===== src/rtl/sbsc_pkg.sv =====
// sbsc_pkg: types and constants for the seeded byte substitution cipher
// used by the controller, datapath and top level
package sbsc_pkg;

  localparam int unsigned NumBytes  = 256;
  localparam int unsigned DrawTries = 4;
  localparam int unsigned MtMid     = 156;
  localparam logic [63:0] MtMult    = 64'd6364136223846793005;
  localparam logic [63:0] MtMatrix  = 64'hB5026F5AA96619E9;
  localparam logic [63:0] MtUpper   = 64'hFFFFFFFF80000000;
  localparam logic [63:0] MtLower   = 64'h000000007FFFFFFF;

  localparam logic [1:0] ReqRekey   = 2'd0;
  localparam logic [1:0] ReqEncrypt = 2'd1;

  localparam logic [1:0] StSubst    = 2'd0;
  localparam logic [1:0] StRekeyed  = 2'd1;
  localparam logic [1:0] StNotKeyed = 2'd2;

  typedef struct packed {
    logic [1:0] req_type;
    logic [7:0] data_byte;
    logic       last_in;
  } in_item_t;

  typedef struct packed {
    logic [7:0] result_byte;
    logic [1:0] status;
    logic       last_out;
  } out_item_t;

  typedef enum logic [3:0] {
    S_IDLE,
    S_LOOKUP,
    S_CLEAR,
    S_HASH_LOAD,
    S_HASH_RUN,
    S_HASH_MLO,
    S_HASH_MMID,
    S_HASH_MUL,
    S_HASH_FIN,
    S_CHECK,
    S_SCAN,
    S_WRITE,
    S_DONE
  } state_t;

  // controller to datapath commands
  typedef struct packed {
    logic clr_step;     // write zero to used bit at sweep index
    logic clr_reset;    // reset sweep index
    logic hash_load;    // load hash from seed (hash_seed 1) or chain (0)
    logic hash_seed;
    logic hash_mix;     // w ^ (w>>62) then register
    logic hash_mul_lo;  // low partial product plus i
    logic hash_mul_mid; // first cross partial product
    logic hash_mul;     // second cross partial product, w updated
    logic hash_fin;     // temper and store chain
    logic tries_reset;
    logic try_next;
    logic used_rd;      // read used bit of candidate
    logic scan_reset;
    logic scan_step;
    logic write_pick;   // write tables, advance index
    logic idx_reset;
    logic lookup;
    logic set_keyed;
  } cmd_t;

  typedef struct packed {
    logic clr_last;
    logic hash_last;
    logic used_hit;   // used bit of current candidate
    logic tries_left;
    logic scan_free;
    logic idx_last;
    logic keyed;
  } sts_t;

endpackage


===== src/rtl/sbsc_ctrl.sv =====
// sbsc_ctrl: sequencer for lookups and the rekey build
// depends on sbsc_pkg
module sbsc_ctrl (
  input  logic              clk,
  input  logic              rst_n,
  input  logic              start,
  input  logic [1:0]        req_type,
  input  sbsc_pkg::sts_t    sts,
  output sbsc_pkg::cmd_t    cmd,
  output logic              busy,
  output logic              done
);
  import sbsc_pkg::*;

  state_t state_r, state_nxt;
  logic   chain_seed_r, chain_seed_nxt;

  always_ff @(posedge clk) begin
    if (!rst_n) begin
      state_r      <= S_IDLE;
      chain_seed_r <= 1'b0;
    end else begin
      state_r      <= state_nxt;
      chain_seed_r <= chain_seed_nxt;
    end
  end

  always_comb begin
    state_nxt      = state_r;
    chain_seed_nxt = chain_seed_r;
    unique case (state_r)
      S_IDLE: begin
        if (start) begin
          if (req_type == ReqRekey) begin
            state_nxt = S_CLEAR;
          end else begin
            state_nxt = S_LOOKUP;
          end
        end
      end
      S_LOOKUP: state_nxt = S_IDLE;
      S_CLEAR: begin
        if (sts.clr_last) begin
          state_nxt      = S_HASH_LOAD;
          chain_seed_nxt = 1'b1;
        end
      end
      S_HASH_LOAD: state_nxt = S_HASH_RUN;
      S_HASH_RUN:  state_nxt = S_HASH_MLO;
      S_HASH_MLO:  state_nxt = S_HASH_MMID;
      S_HASH_MMID: state_nxt = S_HASH_MUL;
      S_HASH_MUL: begin
        if (sts.hash_last) begin
          state_nxt = S_HASH_FIN;
        end else begin
          state_nxt = S_HASH_RUN;
        end
      end
      S_HASH_FIN: begin
        if (chain_seed_r) begin
          chain_seed_nxt = 1'b0;
          state_nxt      = S_HASH_LOAD;
        end else begin
          state_nxt = S_CHECK;
        end
      end
      S_CHECK: begin
        // used bit read lands this cycle
        if (!sts.used_hit) begin
          state_nxt = S_WRITE;
        end else if (sts.tries_left) begin
          state_nxt = S_HASH_LOAD;
        end else begin
          state_nxt = S_SCAN;
        end
      end
      S_SCAN: begin
        if (sts.scan_free) begin
          state_nxt = S_WRITE;
        end
      end
      S_WRITE: begin
        if (sts.idx_last) begin
          state_nxt = S_DONE;
        end else begin
          state_nxt = S_HASH_LOAD;
        end
      end
      S_DONE:  state_nxt = S_IDLE;
      default: state_nxt = S_IDLE;
    endcase
  end

  always_comb begin
    cmd  = '0;
    busy = (state_r != S_IDLE);
    done = 1'b0;
    unique case (state_r)
      S_IDLE: begin
        cmd.clr_reset   = 1'b1;
        cmd.idx_reset   = 1'b1;
        cmd.tries_reset = 1'b1;
        cmd.lookup      = start && (req_type != ReqRekey);
      end
      S_LOOKUP: done = 1'b1;
      S_CLEAR:  cmd.clr_step = 1'b1;
      S_HASH_LOAD: begin
        cmd.hash_load = 1'b1;
        cmd.hash_seed = chain_seed_r;
      end
      S_HASH_RUN:  cmd.hash_mix = 1'b1;
      S_HASH_MLO:  cmd.hash_mul_lo = 1'b1;
      S_HASH_MMID: cmd.hash_mul_mid = 1'b1;
      S_HASH_MUL:  cmd.hash_mul = 1'b1;
      S_HASH_FIN: begin
        cmd.hash_fin = 1'b1;
        cmd.used_rd  = !chain_seed_r;
      end
      S_CHECK: begin
        cmd.try_next   = 1'b1;
        cmd.scan_reset = 1'b1;
      end
      S_SCAN: cmd.scan_step = 1'b1;
      S_WRITE: begin
        cmd.write_pick  = 1'b1;
        cmd.tries_reset = 1'b1;
      end
      S_DONE: begin
        done          = 1'b1;
        cmd.set_keyed = 1'b1;
      end
      default: ;
    endcase
  end

`ifndef SYNTHESIS
  a_done_idle: assert property (@(posedge clk) disable iff (!rst_n)
    done |=> state_r == S_IDLE) else $error("done not followed by idle");
  a_no_start_busy: assert property (@(posedge clk) disable iff (!rst_n)
    (state_r == S_LOOKUP) |-> $past(state_r) == S_IDLE)
    else $error("lookup entered from wrong state");
  a_write_after_pick: assert property (@(posedge clk) disable iff (!rst_n)
    cmd.write_pick |-> ($past(state_r) == S_CHECK || $past(state_r) == S_SCAN))
    else $error("table write without a pick");
`endif
endmodule


===== config.mk =====
export PLATFORM = sky130hd
export DESIGN_NAME = sbsc_ctrl
export DESIGN_NICKNAME = d
export VERILOG_FILES = /design/src/rtl/sbsc_pkg.sv /design/src/rtl/sbsc_ctrl.sv
export SDC_FILE = /design/constraint.sdc
export NUM_CORES = 1
export LEC_CHECK = 0
export BUFFER_PORTS_ARGS = -buffer_cell sky130_fd_sc_hd__buf_2
export CAP_MARGIN = 15
export CORE_MARGIN = 3
export CORE_UTILIZATION = 43
export DETAILED_ROUTE_END_ITERATION = 12
export GPL_ROUTABILITY_DRIVEN = 1
export PLACE_DENSITY = 0.78
export SLEW_MARGIN = 30
export SYNTH_ARGS = -nofsm -noshare
export SYNTH_HDL_FRONTEND = slang
export SYNTH_SLANG_ARGS = --single-unit

===== constraint.sdc =====
create_clock -name clk -period 1.48 [get_ports clk]
set_clock_uncertainty 0.05 [all_clocks]
set_input_delay 0.148 -clock clk [delete_from_list [all_inputs] [get_ports clk]]
set_output_delay 0.148 -clock clk [all_outputs]
set_load 0.005 [all_outputs]

# Word-level counts from Yosys, hierarchy flattened
# Cells that the tools add are included.
[classes] eq_ne=15 mux=28 reduce_logical=11
[ops] op="$pmux 4 s11" count=1
[ops] op="$mux 4" count=8
[ops] op="$eq 4x4->1 const B" count=5
[ops] op="$eq 4x3->1 const B" count=4
[ops] op="$mux 1" count=15
[ops] op="$eq 4x2->1 const B" count=2
[ops] op="$mux 2" count=3
[ops] op="$ne 2x2->1 const B" count=3
[ops] op="$eq 4x1->1 const B" count=1
[ops] op="$logic_not 4->1" count=1
[ops] op="$reduce_bool 2->1" count=2
[ops] op="$reduce_bool 4->1" count=1
[ops] op="$reduce_or 2->1" count=2
[ops] op="$reduce_and 3->1" count=1
[ops] op="$logic_not 2->1" count=1
[ops] op="$pmux 1 s2" count=1
[ops] op="$reduce_and 2->1" count=1
[ops] op="$logic_and 1x1->1" count=1
[ops] op="$logic_not 1->1" count=1
[word_totals] register_bits=5 in_bits=12 elab_cells=56

# Longest topological paths before layout
# Gate-level depths: netlist of the first run.
[logic_depth] ltp_word=4 mapped_depth=6

# Worst setup path before layout of the first run
# No wires, ideal clock.
[synth_path] kind="register to output" start="register state_r[3]" end="output cmd[7] (netlist name)" setup_slack_ns=0.224 path_stages_with_launch=5 arrival_time_ns=1.058 t_required_ns=1.282 path_cell_list="dfxtp_1 -> buf_4 -> buf_2 -> and3_1 -> buf_4"
[synth_lines] item="start, declared" line_no="sbsc_ctrl.sv:15" source="state_t state_r, state_nxt;"
[synth_lines] item="start signal, assigned" line_no="sbsc_ctrl.sv:23" source="state_r <= state_nxt;"
[synth_lines] item="end, declared" line_no="sbsc_ctrl.sv:9" source="output sbsc_pkg::cmd_t cmd,"

==> PnR_summary.wiki, run 1 <==
{| class="wikitable"
! Metric !! Value
|-
| Highest fanout seen on the critical path || 6
|-
| Clock slew at reported path FFs || ~50 ps
|-
| CTS Hold Bufs || 0
|-
| Via count normalized by instance count || roughly 5.7
|-
| Number of enable flip-flop cells after synthesis || 0
|-
| Int Power || 0.330 mW
|-
| Clk_lat worst skew || 250 ps
|-
| Final TNS setup || -15.2 ps
|-
| All-layer global routing usage || 0.202
|-
| Endpoint type of the worst setup path || output pin
|-
| Maximum ir drop on the vdd rail || roughly 0.33 mV
|-
| Setup crit start kind || flop
|-
| Type of the worst setup path || reg -> out
|-
| Detailed-route DRC error count || 0
|-
| Switch share || 0.314
|-
| Ys Warns || 0
|-
| Area growth from synthesis to layout || 53.7%
|-
| First-pass DRT Iterations || 4
|-
| Buffers from clock root to sink, at most || 2
|-
| Standby leakage power || 0.433 nW
|-
| Footprint of the multi-input gates || between 400 and 500 µm²
|-
| Post-Route Utilization || 0.757
|-
| Initial antenna violation count || 0
|-
| Commonest non-fill, non-tap cells in the layout || sky130_fd_sc_hd__buf_2 (30), sky130_fd_sc_hd__buf_4 (16), sky130_fd_sc_hd__nor2_1 (6)
|-
| Area of the mapped netlist || 584 µm²
|-
| Worst-margin pin slew || between 400 and 500 ps
|-
| FF/Latch Area || around 120 µm²
|-
| Status || finished with violations
|-
| Largest net degree at the start of global routing || 15
|-
| Area enclosed by the die boundary || between 0.0015 and 0.002 mm²
|-
| Global-route track usage on met1 || 0.252
|-
| Initial core utilization || 0.493
|-
| Commonest register cell after synthesis || sky130_fd_sc_hd__dfxtp_1
|-
| Commonest non-fill, non-tap cell in the layout || sky130_fd_sc_hd__buf_2
|-
| Die boundary height || ~43 µm
|-
| Worst setup slack after layout || -15.2 ps
|-
| Count of standard-cell rows || 12
|-
| Number of ports placed on the die boundary || 32
|-
| Port Buf Inserts || 30
|-
| Post-Syn Instances || 76
|-
| GR Overflow Total || 0
|-
| TritonCTS clock tree || built
|-
| P per Cell Area || around 540 mW/mm²
|-
| Max-capacitance violation count || 0
|-
| Yosys reg bits || 5
|-
| Global routing usage on met3 || 0.0593
|-
| Worst slew margin || 0.717
|-
| Overall die width || around 43 µm
|-
| Launch instance of the worst register-to-register path || state_r[3]
|-
| Via count of the first global-routing pass || 665
|-
| Routability-driven placement congestion ratio || 0.862
|-
| Arrival time at the worst endpoint || 1300 ps
|-
| Fraction of the yosys area taken by sequential cells || 0.171
|-
| Net Count, Synth || 88
|-
| Number of diodes || 0
|-
| Final critical delay including setup and external delays || approximately 1500 ps
|-
| Wire length of the first global-routing pass || approximately 2.9 mm
|-
| Crit. Startpoint || state_r[3]
|-
| Share of post-route cells with drive strength above 1 || 0.554
|-
| Mean post-synth cell area || just under 8 µm²
|-
| Fraction of the cycle the final worst path needs || 1.01
|-
| Start point of the worst min-delay path || rst_n
|-
| Setup repair after global routing missed its margin || yes
|-
| Max-slew violation count || 0
|-
| Net switching component of the power || around 0.15 mW
|-
| Wire length after detailed routing || approximately 2 mm
|-
| Violated checks || negative setup slack
|-
| H-tree level count || 1
|-
| WL per Instance || ~15 µm
|-
| TritonCTS buffer count || 3
|-
| Synth cell types || 40
|-
| Seq pwr share || 0.325
|-
| Number of DRC violations after detailed-routing iteration 0 || 10
|-
| Endpoints failing setup || 1
|-
| Final antenna-violating net count || 0
|-
| Post-layout nets || between 100 and 150
|-
| Fill cell count || between 90 and 100
|-
| Top Usage Layer GRT || met2
|-
| Number of sinks on the clock net || 5
|-
| Half-perimeter wire length after placement || around 1.3 mm
|-
| R2R setup slack || about 50 ps
|-
| Final hold viol count || 0
|-
| Root Buffer || sky130_fd_sc_hd__clkbuf_4
|-
| Clock Power Share || 0.334
|-
| Post-Route Hold Slack || between 100 and 150 ps
|-
| Data required, critical path || around 1300 ps
|-
| Worst Hold Class || in -> reg
|-
| Power share of the combinational group || 0.341
|-
| Fraction of met2 tracks used by global routing || 0.338
|-
| Max Freq || ~0.67 GHz
|-
| DR vias || around 760
|-
| Core area || 0.00119 mm²
|-
| Async set-reset flop share out of synthesis || 0
|}
## kinds of logic (layout without fill, tap and decap cells)
kind of cell	count (synthesis)	in the layout	synth area share
buf+inv	11	56	0.120
compound gates	16	16	0.231
flops	5	5	0.171
simple gates	42	42	0.443
mux	2	2	0.0343
## what timing repair did
item	in CTS	in global routing
setup buffers	3	5
pin swaps	2	2
gates resized for setup	8	7
setup endpoints to repair	17	6
hold endpoints to repair	0	0
## power groups by stage
| stage | logic, mW | clock network [mW] | registers, mW |
|---|---|---|---|
| 6_report | 0.164 | 0.161 | 0.156 |
| 3_3_place_gp | 0.138 | 0 | 0.160 |
| 4_1_cts | 0.143 | 0.165 | 0.158 |
| 2_1_floorplan | 0.0952 | 0 | 0.148 |
| 3_5_place_dp | 0.140 | 0 | 0.160 |
| 5_1_grt | 0.180 | 0.176 | 0.157 |
## flip-flops by register name, indices dropped and copies added (netlist names)
signal        cells
chain_seed_r      1
state_r           4
## stage by stage
| stage | instances | worst slack (ps) | power [mW] | area (µm²) |
|---|---|---|---|---|
| finish | 135 | -15.2 | 0.481 | 898 |
| global route | 135 | -72.7 | 0.512 | 898 |
| CTS | 130 | 5.53 | 0.465 | 840 |
| detailed placement | 123 | 59.9 | 0.300 | 776 |
| global placement | 123 | 79.1 | 0.298 | 776 |
| floorplan | 76 | 224 | 0.243 | 584 |
## area by class of cell
| class | instances | area share |
|---|---|---|
| clock buffer | 4 | 0.0292 |
| inverter | 3 | 0.0125 |
| multi-input combinational | 60 | 0.485 |
| sequential | 5 | 0.128 |
| tap | 14 | 0.0195 |
| timing repair buffer | 49 | 0.326 |
## synthesized netlist by cell type, drive strengths merged (2+ instances only)
cell | number | share of area
inv | 3 | 0.019
and3b | 2 | 0.030
nand2b | 3 | 0.032
or2 | 2 | 0.021
nor3b | 2 | 0.026
a21oi | 2 | 0.017
nor3 | 4 | 0.034
buf | 8 | 0.10
nand3 | 2 | 0.017
nand2 | 6 | 0.047
dfxtp | 5 | 0.17
nor4b | 2 | 0.056
and3 | 4 | 0.043
nor2 | 8 | 0.060
nor2b | 4 | 0.043
mux2i | 2 | 0.034
## metal layers
layer / share of wire / wire [µm]
met1: 0.42 / 827
met2: 0.50 / 980
met3: 0.073 / 144
met4: 0.0041 / 8
met5: 0 / 0
## worst max-delay path, cell delays in order (launching register included)
cell                      delay (ps)
sky130_fd_sc_hd__dfxtp_4         370
sky130_fd_sc_hd__buf_6           130
sky130_fd_sc_hd__or3_4           320
sky130_fd_sc_hd__a21oi_2         110
sky130_fd_sc_hd__buf_2           120
## path summary, 6_finish.rpt
check / endpoint / depth (start not counted)
setup / recovery: cmd[8] / 4
hold / removal: state_r[2] / 3
setup reg to reg: state_r[0] / 4
hold reg to reg: chain_seed_r / 2
(Power assumes the default switching activity.)
==> run 2, diff against run 1 <==
--- a/config.mk
+++ b/config.mk
@@ -8,10 +8,9 @@
 export BUFFER_PORTS_ARGS = -buffer_cell sky130_fd_sc_hd__buf_2
 export CAP_MARGIN = 15
 export CORE_MARGIN = 3
-export CORE_UTILIZATION = 43
+export CORE_UTILIZATION = 31
 export DETAILED_ROUTE_END_ITERATION = 12
 export GPL_ROUTABILITY_DRIVEN = 1
-export PLACE_DENSITY = 0.78
 export SLEW_MARGIN = 30
 export SYNTH_ARGS = -nofsm -noshare
 export SYNTH_HDL_FRONTEND = slang
==> run 2 against run 1 <==
The flow now finishes without violations. Count of clock-buffer cells in the layout unchanged. Core utilization down 25 points. Die area increased by 33%. Critical path depth unchanged.
==> PnR_summary.wiki, run 2 (synthesis gave the netlist of run 1 again) <==
{| class="wikitable"
! Metric !! Value
|-
| Status || finished, final reports clean
|-
| Overall die width || ~50 µm
|-
| Final critical delay including setup and external delays || 1480 ps
|-
| Fill cell count || between 150 and 200
|-
| Largest net degree at the start of global routing || 14
|-
| P per Cell Area || about 520 mW/mm²
|-
| Count of standard-cell rows || 15
|-
| Data required, critical path || around 1300 ps
|-
| Setup repair after global routing missed its margin || yes
|-
| Max-capacitance violation count || 0
|-
| TritonCTS buffer count || 3
|-
| Max Freq || slightly below 0.7 GHz
|-
| Worst Hold Class || in -> reg
|-
| CP top delay family || flip-flops
|-
| Commonest non-fill, non-tap cell in the layout || sky130_fd_sc_hd__buf_2
|-
| Standby leakage power || 0.422 nW
|-
| Setup crit start kind || flop
|-
| Type of the worst setup path || reg -> out
|-
| Clock slew at reported path FFs || 50 ps
|-
| Core area || ~0.0017 mm²
|-
| Share of post-route cells with drive strength above 1 || 0.556
|-
| Port Buf Inserts || 30
|-
| DR vias || about 700
|-
| Final cell area excluding filler cells || approximately 890 µm²
|-
| Wire length of the first global-routing pass || ~2.9 mm
|-
| Number of sinks on the clock net || 5
|-
| Largest registers || state_r x4, chain_seed_r x1
|-
| Initial core utilization || 0.335
|-
| Final cell count without fillers || 142
|-
| CTS Hold Bufs || 0
|-
| GR Overflow Total || 0
|-
| Highest fanout seen on the critical path || 7
|-
| Endpoints failing setup || 0
|-
| Number of flip-flops under the largest register name || 4
|-
| Root Buffer || sky130_fd_sc_hd__clkbuf_4
|-
| Die boundary height || 49.4 µm
|-
| Clk_lat worst skew || about 250 ps
|-
| Area enclosed by the die boundary || about 0.0024 mm²
|-
| Via count of the first global-routing pass || 665
|-
| Final antenna-violating net count || 0
|-
| Wire length after detailed routing || between 1.5 and 2 mm
|-
| Post-layout nets || between 100 and 150
|-
| R2R setup slack || around 130 ps
|-
| Max-slew violation count || 0
|-
| Via count normalized by instance count || between 5 and 6
|-
| Total buffers and inverters traversed by the critical path || 2
|-
| Maximum ir drop on the vdd rail || roughly 0.30 mV
|-
| Routability-driven placement congestion ratio || about 0.8
|-
| Critical Path Sink || cmd[8]
|-
| FF-to-FF path depth || 5
|-
| Arrival time at the worst endpoint || approximately 1300 ps
|-
| Crit. Startpoint || state_r[3]
|-
| Worst-margin pin slew || between 400 and 500 ps
|-
| Worst slew margin || 0.727
|-
| TritonCTS clock tree || built
|-
| Largest incremental delay on the critical path || approximately 360 ps
|-
| Commonest non-fill, non-tap cells in the layout || sky130_fd_sc_hd__buf_2 (30), sky130_fd_sc_hd__buf_4 (14), sky130_fd_sc_hd__nor2_1 (6)
|-
| Standard cell area after detailed placement || 790 µm²
|-
| Worst setup slack after layout || ~1.8 ps
|-
| Fraction of the cycle the final worst path needs || 0.999
|-
| Area growth from synthesis to layout || 52.0%
|-
| H-tree level count || 1
|-
| Half-perimeter wire length after placement || 1.31 mm
|-
| All-layer global routing usage || 0.148
|-
| Final hold viol count || 0
|-
| WL per Instance || 12.5 µm
|-
| Initial antenna violation count || 0
|-
| Detailed-route DRC error count || 0
|-
| Register ranked first by flip-flop count || state_r
|-
| Number of placed cells counting well taps || 134
|-
| First-pass DRT Iterations || 4
|-
| Buffers from clock root to sink, at most || 2
|-
| Highest-delay cell along the critical path || sky130_fd_sc_hd__dfxtp_4
|-
| Number of diodes || 0
|-
| Number of DRC violations after detailed-routing iteration 0 || 10
|-
| Endpoint type of the worst setup path || output pin
|-
| Launch instance of the worst register-to-register path || state_r[2]
|-
| Placement Setup Slack || between 50 and 60 ps
|-
| List of cells traversed by the critical path || buf_6 -> or3_1 -> a21oi_2 -> buf_2
|-
| Number of ports placed on the die boundary || 32
|-
| Critical R2R Capture || state_r[1]
|-
| Worst path depth || 4
|}
## run 2: how the worst min path moves through the flow
stage          depth (start not counted)  start    endpoint  slack (ps)
3_5_place_dp                           3  rst_n  state_r[2]         400
2_1_floorplan                          2  rst_n  state_r[2]         220
5_1_grt                                3  rst_n  state_r[2]         170
4_1_cts                                3  rst_n  state_r[2]         140
6_report                               3  rst_n  state_r[2]         150
3_3_place_gp                           3  rst_n  state_r[2]         400
## run 2: through the flow
step	hold slack [ps]	utilization	total power, mW	TNS, ps
after detailed placement	397	0.452	0.300	0
final	145	0.509	0.464	0
after global placement	398	0.452	0.299	0
after floorplan	224	-	0.243	0
after global routing	170	0.509	0.493	-246
after CTS	142	0.491	0.462	0
## run 2: cell type report
type,count,area [µm²],share of cell area
multi-input combinational,60,438,0.493
timing repair buffer,45,267,0.300
sequential,5,115,0.130
tap,25,31.3,0.0352
clock buffer,4,26.3,0.0296
inverter,3,11.3,0.0127
## run 2: report_power, final
group          total [mW]  internal, mW  leakage [nW]  switching (mW)
combinational       0.146        0.0768         0.364          0.0695
clock               0.162         0.102        0.0150          0.0595
sequential          0.156         0.137        0.0436          0.0189
total               0.464         0.316         0.422           0.148
## run 2: worst register-to-register path: cells and delay by family (launching register included)
family	cells	cell delay [ps]
flops	1	390
buf+inv	2	320
simple gates	1	300
compound gates	2	200
## run 2: metal layers
layer  part of all wire  global-route usage
met3              0.049              0.0367
met5                  0                   0
met1               0.46               0.176
met4                  0              0.0276
met2               0.49               0.268
## run 2: what timing repair did
item                                    in CTS  in global routing
resized for setup                            9                  6
buffers inserted                             3                  1
pin swaps                                    1                  1
endpoints found under the setup margin      16                  8
